$ cat src/hdl/assert_macros.svh
// assertion helpers, sampled on clk_i and disabled while rst_ni is low
`ifndef ASSERT_MACROS_SVH
`define ASSERT_MACROS_SVH

`ifndef ASSERT_OFF

// property must hold at every edge out of reset
`define ASSERT_CLK(lbl, prop, msg) \
  lbl: assert property (@(posedge clk_i) disable iff (!rst_ni) (prop)) else $error(msg);

// condition must never be seen
`define ASSERT_NEVER(lbl, cond, msg) \
  lbl: assert property (@(posedge clk_i) disable iff (!rst_ni) !(cond)) else $error(msg);

`else

`define ASSERT_CLK(lbl, prop, msg)
`define ASSERT_NEVER(lbl, cond, msg)

`endif

`endif

$ cat src/hdl/cmsb_pkg.sv
package cmsb_pkg;

  // default geometry and number format
  localparam int LANES_DEF       = 8;
  localparam int TILE_PIXELS_DEF = 256;
  localparam int FRAC_BITS_DEF   = 8;
  localparam int ACC_WIDTH_DEF   = 40;

  // fixed field widths of the stream ports
  localparam int IO_LANES   = 8;
  localparam int DATA_W     = 16;
  localparam int PIX_W      = 8;
  localparam int SLOPE_W    = 9;
  localparam int SLOPE_FRAC = 8;

  localparam logic [SLOPE_W-1:0] SLOPE_RESET = 9'd26;

  // register indexes of the configuration port
  typedef enum logic [0:0] {
    CFG_LEAKY_EN    = 1'b0,
    CFG_LEAKY_SLOPE = 1'b1
  } cfg_idx_e;

  // item kinds carried in tuser
  typedef enum logic [0:0] {
    FUNC_ACC    = 1'b0,
    FUNC_FINISH = 1'b1
  } func_e;

  // per item operation flags
  typedef struct packed {
    logic fin;
    logic clear;
  } op_t;

endpackage

$ cat src/hdl/cmsb_lane.sv
module cmsb_lane #(
  parameter int ACC_WIDTH = 40,
  parameter int FRAC_BITS = 8
) (
  input  logic                          clk_i,
  input  logic                          load_i,
  input  cmsb_pkg::op_t                 load_op_i,
  input  logic signed [15:0]            act_i,
  input  logic signed [15:0]            coef_i,
  input  cmsb_pkg::op_t                 op_i,
  input  logic [ACC_WIDTH-1:0]          acc_i,
  output logic [ACC_WIDTH-1:0]          acc_o,
  output logic [cmsb_pkg::DATA_W-1:0]   res_o
);

  import cmsb_pkg::*;

  logic signed [2*DATA_W-1:0]  prod;
  logic signed [ACC_WIDTH-1:0] bias_ext;
  logic [ACC_WIDTH-1:0]        term_d, term_q;

  // product on accumulate, bias aligned to the product fraction on finish
  always_comb begin
    prod     = act_i * coef_i;
    bias_ext = ACC_WIDTH'(coef_i);
    if (load_op_i.fin) begin
      term_d = ACC_WIDTH'(bias_ext <<< FRAC_BITS);
    end else begin
      term_d = ACC_WIDTH'(prod);
    end
  end

  always_ff @(posedge clk_i) begin
    if (load_i) begin
      term_q <= term_d;
    end
  end

  // overwrite or add, wrapping at the accumulator width
  always_comb begin
    if (op_i.clear) begin
      acc_o = term_q;
    end else begin
      acc_o = acc_i + term_q;
    end
    res_o = acc_o[FRAC_BITS +: DATA_W];
  end

endmodule

$ cat config.mk
export PLATFORM = sky130hd
export DESIGN_NAME = cmsb_lane
export DESIGN_NICKNAME = d
export VERILOG_FILES = /design/src/hdl/assert_macros.svh /design/src/hdl/cmsb_pkg.sv /design/src/hdl/cmsb_lane.sv
export SDC_FILE = /design/constraint.sdc
export NUM_CORES = 1
export LEC_CHECK = 0
export ABC_AREA = 1
export BUFFER_PORTS_ARGS = -buffer_cell sky130_fd_sc_hd__buf_2
export CAP_MARGIN = 20
export CELL_PAD_IN_SITES_DETAIL_PLACEMENT = 1
export CELL_PAD_IN_SITES_GLOBAL_PLACEMENT = 2
export CORE_MARGIN = 4
export CORE_UTILIZATION = 30
export DETAILED_ROUTE_END_ITERATION = 10
export PLACE_DENSITY_LB_ADDON = 0.25
export SYNTH_ARGS = -nofsm -noshare
export SYNTH_HDL_FRONTEND = slang
export SYNTH_SLANG_ARGS = --single-unit
$ cat constraint.sdc
create_clock -name clk_i -period 10.9 [get_ports clk_i]
set_input_delay 1.635 -clock clk_i [delete_from_list [all_inputs] [get_ports clk_i]]
set_output_delay 1.635 -clock clk_i [all_outputs]
set_load 0.02 [all_outputs]
==> impl_metrics.yaml, run 1 <==
status:
  outcome: "finished, final reports clean"
routing:
  ant_nets: 0
  wl_per_cell_um: 17.3
  dr_total_vias: 14200
  wl_um: 52900
  viasPerCell: 4.66
  dr.pass1.iters: 4
  drc_errors: 0
  drtIter0Drc: 608
finish:
  fillers: 6666
  area_delta_synth_final_pct: 8.22
  top_register: "term_q"
  antenna_cells: 0
  largest_reg_flops: 32
  reg_top3: "term_q: 32 flops"
  drive_gt1_frac: 0.0796
  fin_nets: 2835
synthesis:
  yosys.area.top_type: "fa_1"
  synth_ff_type: "edfxtp_1"
  ys_types: 39
  ys_seq_elements: 32
  synthCells: 2319
  async_reset_ff_frac: 0
  synth_warnings: 0
  seq_area_frac_synth: 0.0612
  synth_edf_count: 32
  synth_nets: 2781
  netlist_area_um2: 15700
  yosysTopAreaCellShare: 0.335
  avgSynthCellArea_um2: 6.77
  synthTopCellsByArea: "fa_1 (34%), nand2_1 (18%), inv_1 (14%)"
sta:
  min_period_over_period: 0.690
  setup_tns_ns: 0
  slew_viol_final: 0
  final_hold_viol_count: 0
  max_freq_mhz: 133
  setup_viol: 0
  worst_pin_slew_ns: 0.900
  period_minus_slack_ns: 7.52
  grt_setup_unrepaired: "no"
  slew_headroom: 0.399
global_route:
  overflow: 0
  grt_pass1_wl_um: 85900
  grt_pass1_vias: 15900
  antenna_found_initial: 0
  grt_max_degree: 40
  grt_use_total: 0.190
floorplanning:
  die_width_um: 237
  io_pins: 134
  core_area_um2: 51500
  die_area_um2: 56100
  die_h_um: 237
  start_util: 0.305
  row_count: 83
placed_design:
  gp_congestion: 0.915
  dp_hpwl_um: 46300
  port_buffers: 131
clock_network:
  cts_hold_buf: 0
  cts_root_buf: "clkbuf_16"
  cts_buffer_depth: 2
  cts_buffers: 5
  ctsResizeCount: 0
  h-tree-depth: 2
  cts_tree: "yes"
  clk_pin_slew_ns: 0.06
  cts_setup_buffers: 0
  clock_sinks: 32
setup_path:
  critPathLaunchType: "primary input"
  path_max_fanout: 17
  path_class: "primary input to register"
  required_ns: 10.95
  cp.arrival_ns: 7.57
  end_kind: "register"
run:
  cap_violations: 0
worst_hold_path:
  min_path_type: "primary input to register"
==> per-stage QoR <==
stage / hold slack (ns) / worst slack [ns] / area (um2) / std cells / util
CTS: 1.92 / 3.31 / 17000 / 3054 / 0.330
finish: 1.92 / 3.38 / 17000 / 3054 / 0.330
global route: 1.95 / 3.04 / 17000 / 3054 / 0.330
global placement: 2.22 / 3.17 / 16800 / 3046 / 0.327
floorplan: 1.75 / 3.89 / 15700 / 2319 / -
detailed placement: 2.21 / 3.03 / 16800 / 3046 / 0.327
==> final cells by class <==
| type | instances | area, um2 | share of cell area |
|---|---|---|---|
| Clock buffer | 5 | 125 | 0.00736 |
| Clock inverter | 3 | 37.5 | 0.00221 |
| Inverter | 596 | 2240 | 0.132 |
| Multi-Input combinational cell | 1605 | 12100 | 0.713 |
| Sequential cell | 32 | 961 | 0.0566 |
| Tap cell | 680 | 851 | 0.0501 |
| Timing Repair Buffer | 133 | 671 | 0.0395 |
==> worst max-delay path, stage by stage <==
cell and delay, ns:
buf_2 0.35, nand2_1 0.17, inv_1 0.15, fa_1 0.57, fa_1 0.92, fa_1 0.53
fa_1 0.51, fa_1 0.49, inv_1 0.05, fa_1 0.47, inv_1 0.04, ha_1 0.33
nand2_1 0.16, inv_1 0.06, nand2_1 0.15, inv_1 0.06, nand2_1 0.06, nand2_1 0.09
nand3b_1 0.25, nand2_1 0.10, nand2_1 0.04, o21ai_0 0.36
==> synth_stat cells (15+ instances only) <==
cell type	n
nand3_1	113
clkbuf_1	64
buf_4	18
nor2_2	15
fa_1	263
ha_1	121
a21oi_1	60
edfxtp_1	32
nand4_1	28
inv_1	593
nand2_1	754
o21ai_0	28
nor2_1	114
==> layer usage <==
| metal | routed length (um) | vias up | GRT usage | share of wire |
|---|---|---|---|---|
| met2 | 26100 | 147 | 0.342 | 0.49 |
| li1 | - | 6889 | - | - |
| met1 | 25200 | 7157 | 0.261 | 0.48 |
| met3 | 1060 | 31 | 0.0118 | 0.020 |
| met5 | 0 | - | 0 | 0 |
| met4 | 578 | 0 | 0.0198 | 0.011 |
==> path summary, 6_finish.rpt <==
path | start | end | slack (ns) | cells past startpoint
setup / recovery | coef_i[1] | term_q[23] | 3.38 | 22
hold / removal | load_op_i[1] | term_q[1] | 1.92 | 2
==> placed cells by master (no fill, tap or decap), types with 5 or more instances in the layout <==
cell type  instances
nand2_1          754
inv_1            593
fa_1             263
buf_2            131
ha_1             121
nor2_1           114
nand3_1          113
a21oi_1           60
edfxtp_1          32
nand4_1           28
o21ai_0           28
nor2_2            15
nand3b_1          12
xnor2_1           12
or2_2             12
nor3_1            12
nand2_2           10
o21bai_1           9
or2_1              7
xor2_1             6
a21o_1             5
clkbuf_16          5
==> logic make-up (layout without fill, tap and decap cells) <==
family          Yosys count  in the layout  synth area share
compound gates          119            119            0.0433
xor+xnor                 18             18            0.0100
fa+ha+maj               384            384             0.432
buf+inv                 682            737             0.168
flops                    32             32            0.0612
simple gates           1084           1084             0.286
Power of run 1 is not shown: default switching activity piles up to over one toggle a cycle in this logic, so the estimate is an artifact.
==> inputs of run 2 (changes only) <==
==> constraint.sdc (replaced) <==
create_clock -name clk_i -period 7.5 [get_ports clk_i]
set_input_delay 1.125 -clock clk_i [delete_from_list [all_inputs] [get_ports clk_i]]
set_output_delay 1.125 -clock clk_i [all_outputs]
set_load 0.02 [all_outputs]
==> run 2 against run 1 <==
Net effect: utilization is 0.13 points higher; sequential share of layout area is essentially flat; critical path type unchanged; non-clock buffer count up 9; worst setup slack got worse by 2.8 ns; sequential cell count unchanged; wire length is 1.5% higher; count of clock-buffer cells in the layout stayed put; final area rose by 0.40%; global-route usage up 0.39 points.
==> impl_metrics.yaml, run 2 (synthesis gave the netlist of run 1 again) <==
routing:
  dr.pass1.iters: 5
  drtIter0Drc: 546
  viasPerCell: 4.65
  wl_per_cell_um: 17.5
  ant_nets: 0
  wl_um: 53700
  dr_total_vias: 14200
  drc_errors: 0
finish:
  fin_nets: 2844
  area_delta_synth_final_pct: 8.65
  drive_gt1_frac: 0.0831
  fillers: 6656
  register_area_um2: 961
  reg_top3: "term_q: 32 flops"
  mostFrequentLayoutCells: "nand2_1 (754), inv_1 (593), fa_1 (263)"
  layout_commonest_cell: "nand2_1"
  top_register: "term_q"
  antenna_cells: 0
  multi_input_area_um2: 12100
  largest_reg_flops: 32
setup_path:
  critPathMaxStageDelay_ns: 0.89
  critPathLaunchType: "primary input"
  end_kind: "register"
  cp_cell_sequence: "buf_2, nand2_1, inv_1, fa_1, fa_1, fa_1, fa_1, fa_1, inv_1, fa_1, inv_1, ha_1, nand2_1, inv_1, nand2_1, nor2_1, nand4_1, nand3b_1, nor2_1, o21ai_0"
  required_ns: 7.55
  path_max_fanout: 17
  path_class: "primary input to register"
  cp.arrival_ns: 6.97
  cp_common_cell: "fa_1"
  crit_slowest_cell: "fa_1"
floorplanning:
  start_util: 0.305
  die_h_um: 237
  io_pins: 134
  core_area_um2: 51500
  row_count: 83
  die_width_um: 237
  die_area_um2: 56100
placed_design:
  dp_hpwl_um: 47300
  gp_congestion: 0.905
  port_buffers: 131
sta:
  grt_setup_unrepaired: "no"
  setup_tns_ns: 0
  min_period_over_period: 0.923
  setup_viol: 0
  final_hold_viol_count: 0
  max_freq_mhz: 144
  slew_viol_final: 0
  period_minus_slack_ns: 6.92
  worst_pin_slew_ns: 0.860
  slew_headroom: 0.426
status:
  outcome: "finished, final reports clean"
clock_network:
  clk_pin_slew_ns: 0.06
  cts_root_buf: "clkbuf_16"
  ctsResizeCount: 0
  h-tree-depth: 2
  clock_sinks: 32
  cts_hold_buf: 0
  cts_setup_buffers: 0
  cts_tree: "yes"
  cts_buffers: 5
  cts_buffer_depth: 2
global_route:
  antenna_found_initial: 0
  grt_use_total: 0.194
  grt_pass1_wl_um: 87400
  overflow: 0
  grt_max_degree: 40
  grt_pass1_vias: 16000
worst_hold_path:
  min_path_type: "primary input to register"
  hold_path_end: "term_q[4]"
  whs_path_depth: 2
  min_from: "load_op_i[1]"
run:
  cap_violations: 0
[run 2: how the worst max path moves through the flow]
stage	from	end	slack (ns)
detailed placement	coef_i[1]	term_q[23]	0.31
finish	coef_i[1]	term_q[23]	0.58
global placement	coef_i[1]	term_q[23]	0.41
global route	coef_i[1]	term_q[23]	0.33
floorplan	coef_i[5]	term_q[30]	1.00
CTS	coef_i[1]	term_q[23]	0.58
[run 2: metal layers]
metal  track usage  wire, um
met5             0         0
met4        0.0258       809
met3        0.0142      1400
met2         0.347     26100
met1         0.264     25400
[run 2: critical path: cells and delay by family]
kind / cells / cell delay [ns]
adder cells (fa/ha/maj): 7 / 3.74
buffers and inverters: 5 / 0.69
AND/OR/NAND/NOR: 7 / 1.06
AO/OA/AOI/OAI: 1 / 0.33
[run 2: layout make-up]
cell class / instances / area share
Multi-Input combinational cell: 1605 / 0.710
Inverter: 596 / 0.131
Timing Repair Buffer: 142 / 0.0433
Sequential cell: 32 / 0.0563
Tap cell: 680 / 0.0499
Clock buffer: 5 / 0.00734
Clock inverter: 3 / 0.00220
[run 2: through the flow]
stage	instances	util	setup slack [ns]	hold WS (ns)	cell area, um2
after global placement	3055	0.328	0.414	1.70	16900
after global routing	3063	0.331	0.335	1.45	17100
after detailed placement	3055	0.328	0.308	1.71	16900
after floorplan	2319	-	1.00	1.24	15700
final	3063	0.331	0.578	1.41	17100
after CTS	3063	0.331	0.576	1.42	17100
Power of run 2 is left out for the same reason.
==> inputs of run 3 (changes only) <==
--- a/config.mk
+++ b/config.mk
@@ -5,13 +5,14 @@
 export SDC_FILE = /design/constraint.sdc
 export NUM_CORES = 1
 export LEC_CHECK = 0
-export ABC_AREA = 1
 export BUFFER_PORTS_ARGS = -buffer_cell sky130_fd_sc_hd__buf_2
 export CAP_MARGIN = 20
 export CELL_PAD_IN_SITES_DETAIL_PLACEMENT = 1
 export CELL_PAD_IN_SITES_GLOBAL_PLACEMENT = 2
 export CORE_MARGIN = 4
 export CORE_UTILIZATION = 30
+export CTS_CLUSTER_DIAMETER = 100
+export CTS_CLUSTER_SIZE = 20
 export DETAILED_ROUTE_END_ITERATION = 10
 export PLACE_DENSITY_LB_ADDON = 0.25
 export SYNTH_ARGS = -nofsm -noshare
==> run 3 against run 2 <==
Net effect: sequential share of layout area rose by 0.66 points; final area fell by 11%; worst setup slack lost 0.19 ns; via count fell by 24%; hold slack worse by 0.022 ns; die area fell by 13%; global-route usage down 2.6 points; synthesized cell count fell by 33%; count of clock-buffer cells in the layout up 1; non-clock buffer count grew 50; utilization grew 1.2 points.
==> impl_metrics.yaml, run 3 <==
sta:
  min_period_over_period: 0.948
  setup_viol: 0
  final_hold_viol_count: 0
  grt_setup_unrepaired: "no"
  slew_headroom: 0.435
  slew_viol_final: 0
  worst_pin_slew_ns: 0.837
  period_minus_slack_ns: 7.11
  max_freq_mhz: 141
synthesis:
  synthTopCellsByCount: "inv_1 (317), fa_1 (263), nand2_1 (187)"
  seq_area_frac_synth: 0.0709
  synth_warnings: 0
  synth_edf_count: 32
  synth_most_common_cell: "inv_1"
  avgSynthCellArea_um2: 8.77
  netlist_area_um2: 13600
  async_reset_ff_frac: 0
  ys_seq_elements: 32
  synthTopCellsByArea: "fa_1 (39%), ha_1 (11%), inv_1 (8.8%)"
  yosysTopAreaCellShare: 0.388
  synthCells: 1546
  synth_nets: 2008
  synth_ff_type: "edfxtp_1"
  ys_types: 67
  yosys.area.top_type: "fa_1"
floorplanning:
  die_width_um: 221
  core_area_um2: 44400
  io_pins: 134
  die_h_um: 221
  die_area_um2: 48700
  row_count: 77
  start_util: 0.305
routing:
  drc_errors: 0
  dr.pass1.iters: 4
  drtIter0Drc: 369
  ant_nets: 0
  dr_total_vias: 10800
  wl_um: 40600
  wl_per_cell_um: 17.9
  viasPerCell: 4.74
finish:
  mostFrequentLayoutCells: "inv_1 (317), fa_1 (263), nand2_1 (187)"
  area_delta_synth_final_pct: 12.5
  finalInstanceArea_um2: 15300
  drive_gt1_frac: 0.129
  fin_nets: 2138
  final_cells: 2270
  layout_commonest_cell: "inv_1"
  reg_top3: "term_q: 32 flops"
  top_register: "term_q"
  largest_reg_flops: 32
global_route:
  grt_use_met1: 0.227
  use_met3: 0.0103
  grt_max_degree: 76
  met2_usage: 0.307
  grt_pass1_wl_um: 65000
  antenna_found_initial: 1
  overflow: 0
  busiest_layer: "met2"
  grt_use_total: 0.168
  grt_pass1_vias: 11800
clock_network:
  cts_setup_buffers: 0
  cts_root_buf: "clkbuf_16"
  cts_buffer_depth: 2
  clock_sinks: 32
  clk_pin_slew_ns: 0.05
  ctsResizeCount: 0
  h-tree-depth: 2
  cts_buffers: 5
  cts_hold_buf: 0
  cts_tree: "yes"
run:
  cap_violations: 0
worst_hold_path:
  min_path_type: "primary input to register"
  whs_path_depth: 3
setup_path:
  startpoint: "coef_i[8]"
  crit_slowest_cell: "fa_1"
  path_class: "primary input to register"
  end_kind: "register"
  path_buf_inv: 6
  path_delay_family: "adder cells"
  cp_cell_sequence: "buf_2, nand2_1, fa_1, inv_1, fa_1, inv_1, fa_1, inv_1, fa_1, fa_1, inv_1, fa_1, inv_1, ha_1, a21oi_1, o21bai_1, a221oi_1, a21boi_1, nor3_1, o41a_1, o41ai_2, mux2i_1, nor2_1"
  endpoint: "term_q[38]"
  cp_common_cell: "fa_1"
  required_ns: 7.53
  path_max_fanout: 9
  cp.arrival_ns: 7.14
  critPathMaxStageDelay_ns: 0.54
  critPathLaunchType: "primary input"
  crit_cells: 23
placed_design:
  postPlaceCellArea_um2: 15100
  port_buffers: 131
  gp_congestion: 0.812
  dp_hpwl_um: 35400
  dp_cells: 2261
status:
  outcome: "finished, final reports clean"
run 3: cell types whose count changed in the layout (fill, tap and decap cells not counted), sizes merged, moves of 17 or more:
cell   change
nand2    -577
inv      -278
and2     +126
nand3     -91
nor2      -85
buf       +50
o21ai     +40
xnor2     +22
nand4     -21
xor2      +19
a21o      +17
run 3: kinds of logic (layout without fill, tap and decap cells):
logic type / Yosys count / count (layout) / share of synthesized area
flops: 32 / 32 / 0.0709
other cells: 0 / 1 / 0
fa+ha+maj: 384 / 384 / 0.500
xor+xnor: 59 / 59 / 0.0381
simple gates: 441 / 441 / 0.161
buf+inv: 387 / 518 / 0.112
mux: 5 / 5 / 0.00387
compound gates: 238 / 238 / 0.115
run 3: worst min-delay path: cells and delay by family:
| family | cells | cell delay [ns] |
|---|---|---|
| AO/OA/AOI/OAI | 1 | 0.07 |
| AND/OR/NAND/NOR | 1 | 0.09 |
| buffers and inverters | 1 | 0.21 |
run 3: worst min-delay path by stage:
| stage | to | from |
|---|---|---|
| global placement | term_q[12] | coef_i[4] |
| global route | term_q[12] | coef_i[4] |
| CTS | term_q[12] | coef_i[4] |
| finish | term_q[12] | coef_i[4] |
| floorplan | term_q[0] | load_i |
| detailed placement | term_q[12] | coef_i[4] |
run 3: final cells by class:
| class | instances | area [um2] |
|---|---|---|
| diodes | 1 | 2.50 |
| fillers | 5261 | 29200 |
| clock inverters | 2 | 35.0 |
| repair buffers | 192 | 1110 |
| inverters | 318 | 1190 |
| clock buffers | 6 | 129 |
| well taps | 592 | 741 |
| multi-input cells | 1127 | 11100 |
| flip-flops and latches | 32 | 961 |
run 3: through the flow:
stage / worst slack, ns / util / hold WS [ns] / TNS [ns]
final: 0.389 / 0.344 / 1.39 / 0
after global routing: 0.0459 / 0.344 / 1.43 / 0
after CTS: 0.300 / 0.344 / 1.40 / 0
after detailed placement: -0.0000773 / 0.340 / 1.70 / -0.0000773
after global placement: 0.115 / 0.340 / 1.70 / 0
after floorplan: 0.371 / - / 1.24 / 0
run 3: metal layers:
metal,vias to the layer above,wire (um)
li1,5089,-
met1,5533,18600
met2,123,20800
met3,20,905
met4,0,273
met5,-,0
Power of run 3 is left out for the same reason.
