`config.mk`:
```
export PLATFORM = sky130hd
export DESIGN_NAME = cmsb_leaky
export DESIGN_NICKNAME = d
export VERILOG_FILES = /design/src/hdl/assert_macros.svh /design/src/hdl/cmsb_pkg.sv /design/src/hdl/cmsb_leaky.sv
export SDC_FILE = /design/constraint.sdc
export NUM_CORES = 1
export LEC_CHECK = 0
export BUFFER_PORTS_ARGS = -buffer_cell sky130_fd_sc_hd__buf_2
export CAP_MARGIN = 10
export CORE_UTILIZATION = 50
export DETAILED_ROUTE_END_ITERATION = 6
export PLACE_DENSITY = 0.68
export SKIP_LAST_GASP = 1
export SLEW_MARGIN = 20
export SYNTH_ARGS = -nofsm -noshare
export SYNTH_HDL_FRONTEND = slang
export SYNTH_SLANG_ARGS = --single-unit
```
`constraint.sdc`:
```
create_clock -name vclk -period 16.25
set_input_delay 2.4375 -clock vclk [all_inputs]
set_output_delay 2.4375 -clock vclk [all_outputs]
set_load 0.02 [all_outputs]
```
`src/hdl/assert_macros.svh`:
```
// assertion helpers, sampled on clk_i and disabled while rst_ni is low
`ifndef ASSERT_MACROS_SVH
`define ASSERT_MACROS_SVH

`ifndef ASSERT_OFF

// property must hold at every edge out of reset
`define ASSERT_CLK(lbl, prop, msg) \
  lbl: assert property (@(posedge clk_i) disable iff (!rst_ni) (prop)) else $error(msg);

// condition must never be seen
`define ASSERT_NEVER(lbl, cond, msg) \
  lbl: assert property (@(posedge clk_i) disable iff (!rst_ni) !(cond)) else $error(msg);

`else

`define ASSERT_CLK(lbl, prop, msg)
`define ASSERT_NEVER(lbl, cond, msg)

`endif

`endif

```
`src/hdl/cmsb_pkg.sv`:
```
package cmsb_pkg;

  // default geometry and number format
  localparam int LANES_DEF       = 8;
  localparam int TILE_PIXELS_DEF = 256;
  localparam int FRAC_BITS_DEF   = 8;
  localparam int ACC_WIDTH_DEF   = 40;

  // fixed field widths of the stream ports
  localparam int IO_LANES   = 8;
  localparam int DATA_W     = 16;
  localparam int PIX_W      = 8;
  localparam int SLOPE_W    = 9;
  localparam int SLOPE_FRAC = 8;

  localparam logic [SLOPE_W-1:0] SLOPE_RESET = 9'd26;

  // register indexes of the configuration port
  typedef enum logic [0:0] {
    CFG_LEAKY_EN    = 1'b0,
    CFG_LEAKY_SLOPE = 1'b1
  } cfg_idx_e;

  // item kinds carried in tuser
  typedef enum logic [0:0] {
    FUNC_ACC    = 1'b0,
    FUNC_FINISH = 1'b1
  } func_e;

  // per item operation flags
  typedef struct packed {
    logic fin;
    logic clear;
  } op_t;

endpackage

```
`src/hdl/cmsb_leaky.sv`:
```
module cmsb_leaky (
  input  logic [cmsb_pkg::DATA_W-1:0]  res_i,
  input  logic                         en_i,
  input  logic [cmsb_pkg::SLOPE_W-1:0] slope_i,
  output logic [cmsb_pkg::DATA_W-1:0]  res_o
);

  import cmsb_pkg::*;

  logic signed [DATA_W+SLOPE_W:0] prod;

  // negative results scaled by the unsigned Q1.8 slope, floor then wrap
  always_comb begin
    prod = $signed(res_i) * $signed({1'b0, slope_i});
    if (en_i && res_i[DATA_W-1]) begin
      res_o = prod[SLOPE_FRAC +: DATA_W];
    end else begin
      res_o = res_i;
    end
  end

endmodule

```
==> key figures, run 1 <==
Detailed routing
  • Vias: 4103
  • Final wirelength: around 12000 um
  • Post-route ant nets: 0
  • DR WL/cell: around 16 um
  • DR pass1 iterations: 4
  • DRC viols: 0
  • Initial DRC count: 202
  • Vias/cell: roughly 5.4

Global routing
  • Initial antenna violation count: 0
  • GRT met2 Usage: between 40% and 50%
  • Global-route wire length before repair: ~21000 um
  • Overflow after GRT: 0
  • Pin count of the biggest net entering global routing: 30
  • Vias in the first global route: around 4.5k
  • Met3 usage: 0.566%
  • Met1 Use GR: between 30% and 40%
  • Busiest grt layer: met2
  • Gr usage total: roughly a quarter

STA
  • Final period util: 61.5%
  • Final hold vios: 0
  • F_max: 100 MHz
  • Post-route worst setup slack: roughly 6.3 ns
  • Final Hold Slack: 5.18 ns
  • Slew headroom: between 40% and 50%
  • RSZ-0062 raised after global routing: no
  • Setup violators final: 0
  • Final min period: about 10 ns
  • Setup TNS: 0 ns
  • Count of pins over their slew limit: 0
  • Worst Tran Pin Value: ~0.81 ns

Synth
  • Synth Instances: between 600 and 700
  • Syn Area/Cell: between 8 and 9 um^2
  • Number of synthesis warnings: 0
  • Top post-synthesis cells by count: inv_1 (132), fa_1 (114), nand2_1 (94)
  • Cell area after synthesis: 5170 um^2
  • Cell variety after synth: 43
  • Area leader, netlist: fa_1
  • Post-synth top area share: roughly 44%
  • Cell with the most instances after synthesis: inv_1
  • Largest cells by area after synthesis: fa_1 (44%), ha_1 (12%), inv_1 (9.6%)
  • Sequential area share after synthesis: 0%
  • Synthesized Nets: ~800

Placement
  • Gp weighted congestion: ~0.92
  • Dpl ws: roughly 6.3 ns
  • Port Buffers: between 40 and 50
  • HPWL Detailed: ~10000 um

Finish
  • Area Overhead vs Synth: 4.79%
  • # nets final: between 800 and 900
  • Fillers: around 960
  • FFs & Latches: 0
  • Reg area: 0 um^2
  • CLK BUF: 0
  • Share of layout cells above drive strength 1: 8.19%
  • Diodes inserted: 0

Setup path
  • Slowest stage delay, CP: between 0.5 and 0.6 ns
  • CP top delay family: adder cells
  • CP Capture Type: output pin
  • CP max stage cell: a2111oi_0
  • Critical path buffer and inverter count: 7
  • WP data arrival: 7.55 ns
  • Critical path, cell by cell: buf_2, nand2_1, fa_1, inv_1, fa_1, inv_1, fa_1, inv_1, fa_1, inv_1, fa_1, inv_1, ha_1, nand2_1, a2111oi_0, a221o_1, a21oi_1, xor2_1, o21ai_0, buf_2
  • Crit-path max FO: 16
  • CP required: roughly 14 ns
  • Setup Crit Path Kind: in2out
  • CP Launch Type: primary input

Power and ir drop
  • Sw frac: 60.2%
  • Combinational power share: 100.0%
  • Power density over the cells: 183 nW/um^2
  • Flop pwr share: 0%
  • Clk network pwr share: 0%
  • P_sw: around 0.00060 W
  • Pleak: around 2.9 nW
  • Peak supply drop: between 0.0002 and 0.0003 V
  • Internal power: about 0.00039 W

Worst hold path
  • Hold path endpoint: res_o[15]
  • Worst hold stages: 3
  • Hold Path Class: in2out
  • Hold path start: en_i

Floorplanning
  • Die Area: 10800 um^2
  • IO Count: 42
  • Die Width: ~100 um
  • Initial Util: between 50% and 60%
  • Row cnt: 36
  • Die Span Y: a little over 100 um
  • Core Region: a little under 10000 um^2

CTS
  • CTS resizes: 0
  • Post-CTS Repair Setup Buffers: 0
  • Post-CTS Hold Fix Bufs: 0

Run
  • Max cap viols: 0

Outcome
  • Status: complete, no violations
## worst max-delay path by stage
stage	slack (ns)	cells past startpoint	to	startpoint
2_1_floorplan	6.43	19	res_o[5]	slope_i[1]
3_5_place_dp	6.29	20	res_o[5]	slope_i[1]
5_1_grt	5.97	18	res_o[15]	slope_i[1]
4_1_cts	6.28	20	res_o[5]	slope_i[1]
6_report	6.26	20	res_o[5]	slope_i[1]
3_3_place_gp	6.36	20	res_o[15]	slope_i[1]
## power by group through the flow
stage                     registers (W)  clock network, W  logic [W]
after floorplan                       0                 0   0.000764
after global placement                0                 0   0.000968
after detailed placement              0                 0   0.000985
after CTS                             0                 0   0.000991
after global routing                  0                 0    0.00112
final                                 0                 0   0.000991
## final cells by class
| cell class | instances | area (um^2) | share of cell area, % |
|---|---|---|---|
| inverter | 132 | 495 | 9.14 |
| multi-input combinational | 449 | 4550 | 83.9 |
| tap | 133 | 166 | 3.07 |
| timing repair buffer | 42 | 210 | 3.88 |
## layer usage
layer	part of all wire [%]	wire length (um)	vias up
met1	42	5070	2136
met4	1.3	156	0
met5	0	0	-
met3	2.0	237	14
met2	54	6490	63
li1	-	-	1890
## cell usage in the layout, fill, tap and decap left out, types with 2 or more instances in the layout
| cell type | synthesis | layout |
|---|---|---|
| inv_1 | 132 | 132 |
| fa_1 | 114 | 114 |
| nand4_1 | 8 | 8 |
| o31a_1 | 2 | 2 |
| xnor2_1 | 14 | 14 |
| nor3_1 | 3 | 3 |
| o21bai_1 | 3 | 3 |
| and3_1 | 2 | 2 |
| a31o_2 | 3 | 3 |
| nand2_1 | 94 | 94 |
| o31ai_1 | 3 | 3 |
| xor2_1 | 6 | 6 |
| ha_1 | 50 | 50 |
| o21ai_0 | 13 | 13 |
| o21a_1 | 2 | 2 |
| nand3_1 | 8 | 8 |
| buf_2 | 1 | 42 |
| nor4_1 | 2 | 2 |
| or4_1 | 3 | 3 |
| nor2_1 | 6 | 6 |
| and2_1 | 71 | 71 |
| a21oi_1 | 12 | 12 |
| a211oi_1 | 2 | 2 |
| o2111ai_1 | 3 | 3 |
| mux2_2 | 2 | 2 |
| o211ai_1 | 2 | 2 |
| a21o_1 | 7 | 7 |
## through the flow
step | area, um^2 | std cells | util, % | total power [W]
finish | 5420 | 756 | 54.7 | 0.000991
global route | 5420 | 756 | 54.7 | 0.00112
CTS | 5420 | 756 | 54.7 | 0.000991
detailed placement | 5420 | 756 | 54.7 | 0.000985
global placement | 5420 | 756 | 54.7 | 0.000968
floorplan | 5170 | 614 | - | 0.000764
## cell families after synthesis
group / Yosys count / share of synthesized area (%)
multiplexers: 2 / 0.435
adder cells (fa/ha/maj): 164 / 56.2
XOR/XNOR: 20 / 3.39
AO/OA/AOI/OAI: 61 / 8.13
buffers and inverters: 165 / 12.1
AND/OR/NAND/NOR: 202 / 19.7
Note: power is estimated with default switching activity, not from simulation.
==> run 2: changes to the inputs <==
--- a/config.mk
+++ b/config.mk
@@ -9,7 +9,7 @@
 export CAP_MARGIN = 10
 export CORE_UTILIZATION = 50
 export DETAILED_ROUTE_END_ITERATION = 6
-export PLACE_DENSITY = 0.68
+export PLACE_DENSITY = 0.71
 export SKIP_LAST_GASP = 1
 export SLEW_MARGIN = 20
 export SYNTH_ARGS = -nofsm -noshare
==> constraint.sdc (replaced) <==
create_clock -name vclk -period 8.85
set_input_delay 1.3275 -clock vclk [all_inputs]
set_output_delay 1.3275 -clock vclk [all_outputs]
set_load 0.02 [all_outputs]
==> run 2 against run 1 <==
  * Global-route usage shrank 0.67 points
  * Clock-buffer cell count is the same
  * Final cell count is the same
  * Worst setup slack lost 5.1 ns
  * First-iteration DRC count shrank 12%
  * Worst hold slack lost 2.2 ns
  * Non-clock buffer count is the same
  * Sequential share of layout area is the same
  * Total power grew 83%
  * Final area is the same
  * Highest routed layer unchanged
==> key figures, run 2 (same netlist as run 1, synthesis figures left out) <==
STA
  • Setup violators final: 0 (unchanged)
  • Slew headroom: 44.1% (was 45.8%)
  • Setup TNS: 0 ns (unchanged)
  • Final period util: between 80 and 90%
  • Final Hold Slack: 2.96 ns (was 5.18 ns)
  • Count of pins over their slew limit: 0 (unchanged)
  • F_max: ~130 MHz
  • Final min period: 7.74 ns
  • Worst Tran Pin Value: 0.837 ns (was 0.811 ns)
  • RSZ-0062 raised after global routing: no (unchanged)
  • Final hold vios: 0 (unchanged)

Setup path
  • Beginning of the critical path: slope_i[1] (unchanged)
  • CP required: 7.52 ns (was 13.81 ns)
  • WP data arrival: 6.41 ns (was 7.55 ns)
  • Crit-path max FO: 16 (unchanged)
  • CP Launch Type: primary input (unchanged)
  • CP Capture Type: output pin (unchanged)
  • Setup Crit Path Kind: in2out (unchanged)
  • Worst Setup EP: res_o[5] (unchanged)

Global routing
  • Pin count of the biggest net entering global routing: 30 (unchanged)
  • Overflow after GRT: 0 (unchanged)
  • Vias in the first global route: 4388 (was 4476)
  • Gr usage total: 23.8% (was 24.4%)
  • Global-route wire length before repair: 20700 um (was 21400 um)
  • Initial antenna violation count: 0 (unchanged)

Floorplanning
  • Row cnt: 36 (unchanged)
  • Die Span Y: 104 um (unchanged)
  • IO Count: 42 (unchanged)
  • Die Area: 10800 um^2 (unchanged)
  • Die Width: 104 um (unchanged)
  • Core Region: 9910 um^2 (unchanged)
  • Initial Util: 52.2% (unchanged)

CTS
  • Post-CTS Hold Fix Bufs: 0 (unchanged)
  • Post-CTS Repair Setup Buffers: 0 (unchanged)
  • CTS resizes: 0 (unchanged)

Detailed routing
  • Final wirelength: 11700 um (was 12000 um)
  • DR WL/cell: 15.5 um (was 15.8 um)
  • Post-route ant nets: 0 (unchanged)
  • Vias/cell: 5.40 (was 5.43)
  • DRC viols: 0 (unchanged)
  • DR pass1 iterations: 4 (unchanged)
  • Vias: 4082 (was 4103)
  • Initial DRC count: 177 (was 202)

Run
  • Max cap viols: 0 (unchanged)

Finish
  • Area of the multi-input gates: 4550 um^2 (unchanged)
  • Most frequent cells in the layout: inv_1 (132), fa_1 (114), nand2_1 (94) (unchanged)
  • # nets final: 815 (unchanged)
  • Diodes inserted: 0 (unchanged)
  • Area Overhead vs Synth: 4.79% (unchanged)
  • FFs & Latches: 0 (unchanged)
  • Share of layout cells above drive strength 1: 8.19% (unchanged)
  • Final core utilization: 54.7% (unchanged)
  • Fillers: 922 (was 959)
  • Reg area: 0 um^2 (unchanged)
  • CLK BUF: 0 (unchanged)
  • Commonest non-fill, non-tap cell in the layout: inv_1 (unchanged)

Worst hold path
  • Hold Path Class: in2out (unchanged)

Power and ir drop
  • Power density over the cells: 334 nW/um^2 (was 183 nW/um^2)
  • Peak supply drop: 0.000352 V (was 0.000295 V)
  • Pleak: 2.87 nW (unchanged)

Placement
  • Gp weighted congestion: 0.938 (was 0.918)
  • Port Buffers: 42 (unchanged)
  • HPWL Detailed: 9880 um (was 10200 um)

Outcome
  • Status: complete, no violations (unchanged)
[run 2: cell counts in the layout (fill, tap and decap cells not counted)]
Identical to the previous run, type by type.
[run 2: per-stage QoR]
stage	power (W)	instance area [um^2]	setup WS, ns	std cells
6_report	0.00181	5420	1.11	756
5_1_grt	0.00206	5420	0.718	756
4_1_cts	0.00181	5420	1.13	756
3_5_place_dp	0.00180	5420	1.16	756
3_3_place_gp	0.00177	5420	1.20	756
2_1_floorplan	0.00140	5170	1.25	614
[run 2: final cells by class]
type | instances | share of cell area, %
inverter | 132 | 9.14
timing repair buffer | 42 | 3.88
tap | 133 | 3.07
multi-input combinational | 449 | 83.9
[run 2: worst min-delay path by stage]
stage	start	endpoint	cells after the start
floorplan	res_i[0]	res_o[0]	1
global placement	en_i	res_o[15]	3
detailed placement	en_i	res_o[15]	3
CTS	en_i	res_o[15]	3
global route	en_i	res_o[15]	3
finish	en_i	res_o[15]	3
[run 2: worst max-delay path: stages]
cell and delay [ns]:
buf_2 0.26, nand2_1 0.13, fa_1 0.55, inv_1 0.05
fa_1 0.50, inv_1 0.05, fa_1 0.53, inv_1 0.05
fa_1 0.47, inv_1 0.05, fa_1 0.47, inv_1 0.04
ha_1 0.34, nand2_1 0.14, a2111oi_0 0.59, a221o_1 0.28
a21oi_1 0.09, xor2_1 0.14, o21ai_0 0.13, buf_2 0.20
[run 2: metal layers]
layer	GRT usage, %	part of all wire [%]	vias to the layer above
met2	45.4	54	101
met1	29.9	41	2076
met3	1.01	4.3	16
met5	0	0	-
li1	-	-	1889
met4	4.29	1.5	0
[run 2: power by group]
part	internal, W	switching, W	total, W
clock network	0	0	0
registers	0	0	0
logic	0.000725	0.00109	0.00181
total	0.000725	0.00109	0.00181
==> run 3: changes to the inputs <==
--- a/config.mk
+++ b/config.mk
@@ -7,9 +7,10 @@
 export LEC_CHECK = 0
 export BUFFER_PORTS_ARGS = -buffer_cell sky130_fd_sc_hd__buf_2
 export CAP_MARGIN = 10
-export CORE_UTILIZATION = 50
+export CORE_UTILIZATION = 45
 export DETAILED_ROUTE_END_ITERATION = 6
-export PLACE_DENSITY = 0.71
+export GPL_ROUTABILITY_DRIVEN = 0
+export PLACE_DENSITY = 0.65
 export SKIP_LAST_GASP = 1
 export SLEW_MARGIN = 20
 export SYNTH_ARGS = -nofsm -noshare
==> run 3 against run 2 <==
  * Clock-buffer cell count is the same
  * Non-clock buffer count is the same
  * Total power grew 0.70%
  * Global-route usage shrank 1.7 points
  * Via count grew 1.2%
  * Largest cell class unchanged
  * Sequential share of layout area is the same
  * Critical endpoint unchanged
  * Core utilization shrank 5.5 points
  * Highest routed layer unchanged
  * Die area grew 11%
==> key figures, run 3 (same netlist as run 1, synthesis figures left out) <==
Outcome
  • Status: complete, no violations (unchanged)

Placement
  • Placed Instances: 763 (was 756)
  • HPWL Detailed: 10200 um (was 9880 um)
  • Dpl ws: 1.07 ns (was 1.16 ns)
  • Port Buffers: 42 (unchanged)

STA
  • Setup TNS: 0 ns (unchanged)
  • Final min period: 7.87 ns (was 7.74 ns)
  • Worst Tran Pin Value: 0.801 ns (was 0.837 ns)
  • Slew headroom: 46.4% (was 44.1%)
  • Setup violators final: 0 (unchanged)
  • Post-route worst setup slack: 0.979 ns (was 1.11 ns)
  • F_max: 127 MHz (was 129 MHz)
  • RSZ-0062 raised after global routing: no (unchanged)
  • Final period util: 88.9% (was 87.4%)
  • Count of pins over their slew limit: 0 (unchanged)
  • Final hold vios: 0 (unchanged)

Floorplanning
  • IO Count: 42 (unchanged)
  • Core Region: 11000 um^2 (was 9910 um^2)
  • Die Span Y: 109 um (was 104 um)
  • Die Width: 109 um (was 104 um)
  • Row cnt: 38 (was 36)
  • Die Area: 11900 um^2 (was 10800 um^2)
  • Initial Util: 46.9% (was 52.2%)

Finish
  • Fillers: 1067 (was 922)
  • Most frequent cells in the layout: inv_1 (132), fa_1 (114), nand2_1 (94) (unchanged)
  • FFs & Latches: 0 (unchanged)
  • Area Overhead vs Synth: 4.96% (was 4.79%)
  • # nets final: 815 (unchanged)
  • Reg area: 0 um^2 (unchanged)
  • CLK BUF: 0 (unchanged)
  • Fin cells: 763 (was 756)
  • Final core utilization: 49.2% (was 54.7%)
  • Commonest non-fill, non-tap cell in the layout: inv_1 (unchanged)
  • Share of layout cells above drive strength 1: 8.19% (unchanged)
  • Diodes inserted: 0 (unchanged)

Detailed routing
  • DRT met1 WL: 5000 um (was 4780 um)
  • Vias: 4130 (was 4082)
  • Final wirelength: 12200 um (was 11700 um)
  • Vias/cell: 5.41 (was 5.40)
  • DRC viols: 0 (unchanged)
  • Max layer used: met4 (unchanged)
  • Metal2 WL: 6480 um (was 6290 um)
  • Post-route ant nets: 0 (unchanged)
  • DR WL/cell: 15.9 um (was 15.5 um)
  • DR pass1 iterations: 4 (unchanged)
  • DR WL met3: 412 um (was 502 um)
  • Initial DRC count: 225 (was 177)

CTS
  • Post-CTS Repair Setup Buffers: 0 (unchanged)
  • Post-CTS Hold Fix Bufs: 0 (unchanged)
  • CTS resizes: 0 (unchanged)

Setup path
  • CP Capture Type: output pin (unchanged)
  • Worst Setup EP: res_o[5] (unchanged)
  • Number of cells on the critical path: 20 (unchanged)
  • Beginning of the critical path: slope_i[1] (unchanged)
  • WP data arrival: 6.54 ns (was 6.41 ns)
  • CP max stage cell: a2111oi_0 (unchanged)
  • Setup Crit Path Kind: in2out (unchanged)
  • CP Launch Type: primary input (unchanged)
  • CP required: 7.52 ns (about the same)
  • Slowest stage delay, CP: 0.65 ns (was 0.59 ns)
  • Crit-path max FO: 16 (unchanged)
  • Critical path buffer and inverter count: 7 (unchanged)
  • CP top delay family: adder cells (unchanged)
  • Critical path, cell by cell: buf_2, nand2_1, fa_1, inv_1, fa_1, inv_1, fa_1, inv_1, fa_1, inv_1, fa_1, inv_1, ha_1, nand2_1, a2111oi_0, a221o_1, a21oi_1, xor2_1, o21ai_0, buf_2 (unchanged)

Power and ir drop
  • Power density over the cells: 336 nW/um^2 (was 334 nW/um^2)
  • Tot Pwr: 0.00182 W (was 0.00181 W)
  • Peak supply drop: 0.000374 V (was 0.000352 V)
  • Pleak: 2.87 nW (unchanged)

Global routing
  • Pin count of the biggest net entering global routing: 30 (unchanged)
  • Gr usage total: 22.0% (was 23.8%)
  • Overflow after GRT: 0 (unchanged)
  • Vias in the first global route: 4245 (was 4388)
  • Initial antenna violation count: 0 (unchanged)
  • Global-route wire length before repair: 20300 um (was 20700 um)

Worst hold path
  • Hold Path Class: in2out (unchanged)

Run
  • Max cap viols: 0 (unchanged)
-- run 3: cell counts in the layout (fill, tap and decap cells not counted) --
Identical to the previous run, type by type.
-- run 3: worst min path at each step --
stage | start | endpoint | slack [ns] | depth (start not counted)
5_1_grt | en_i | res_o[15] | 3.01 | 3
6_report | en_i | res_o[15] | 2.96 | 3
3_5_place_dp | en_i | res_o[15] | 2.97 | 3
3_3_place_gp | en_i | res_o[15] | 2.96 | 3
4_1_cts | en_i | res_o[15] | 2.97 | 3
2_1_floorplan | res_i[0] | res_o[0] | 2.84 | 1
-- run 3: power by group --
group	switching, W	internal, W
Combinational	0.00110	0.000723
Sequential	0	0
Clock	0	0
-- run 3: through the flow --
step	hold slack [ns]	area (um^2)
CTS	2.97	5430
floorplan	2.84	5170
finish	2.96	5430
detailed placement	2.97	5430
global route	3.01	5430
global placement	2.96	5430
-- run 3: layout make-up --
type	count	area (um^2)	area share [%]
tap	140	175	3.23
multi-input combinational	449	4550	83.8
timing repair buffer	42	210	3.87
inverter	132	495	9.13
-- run 3: layer usage --
layer / GRT usage (%) / up-vias
met2: 41.7 / 105
met4: 5.52 / 0
met1: 27.7 / 2112
met5: 0 / -
met3: 0.179 / 20
li1: - / 1893
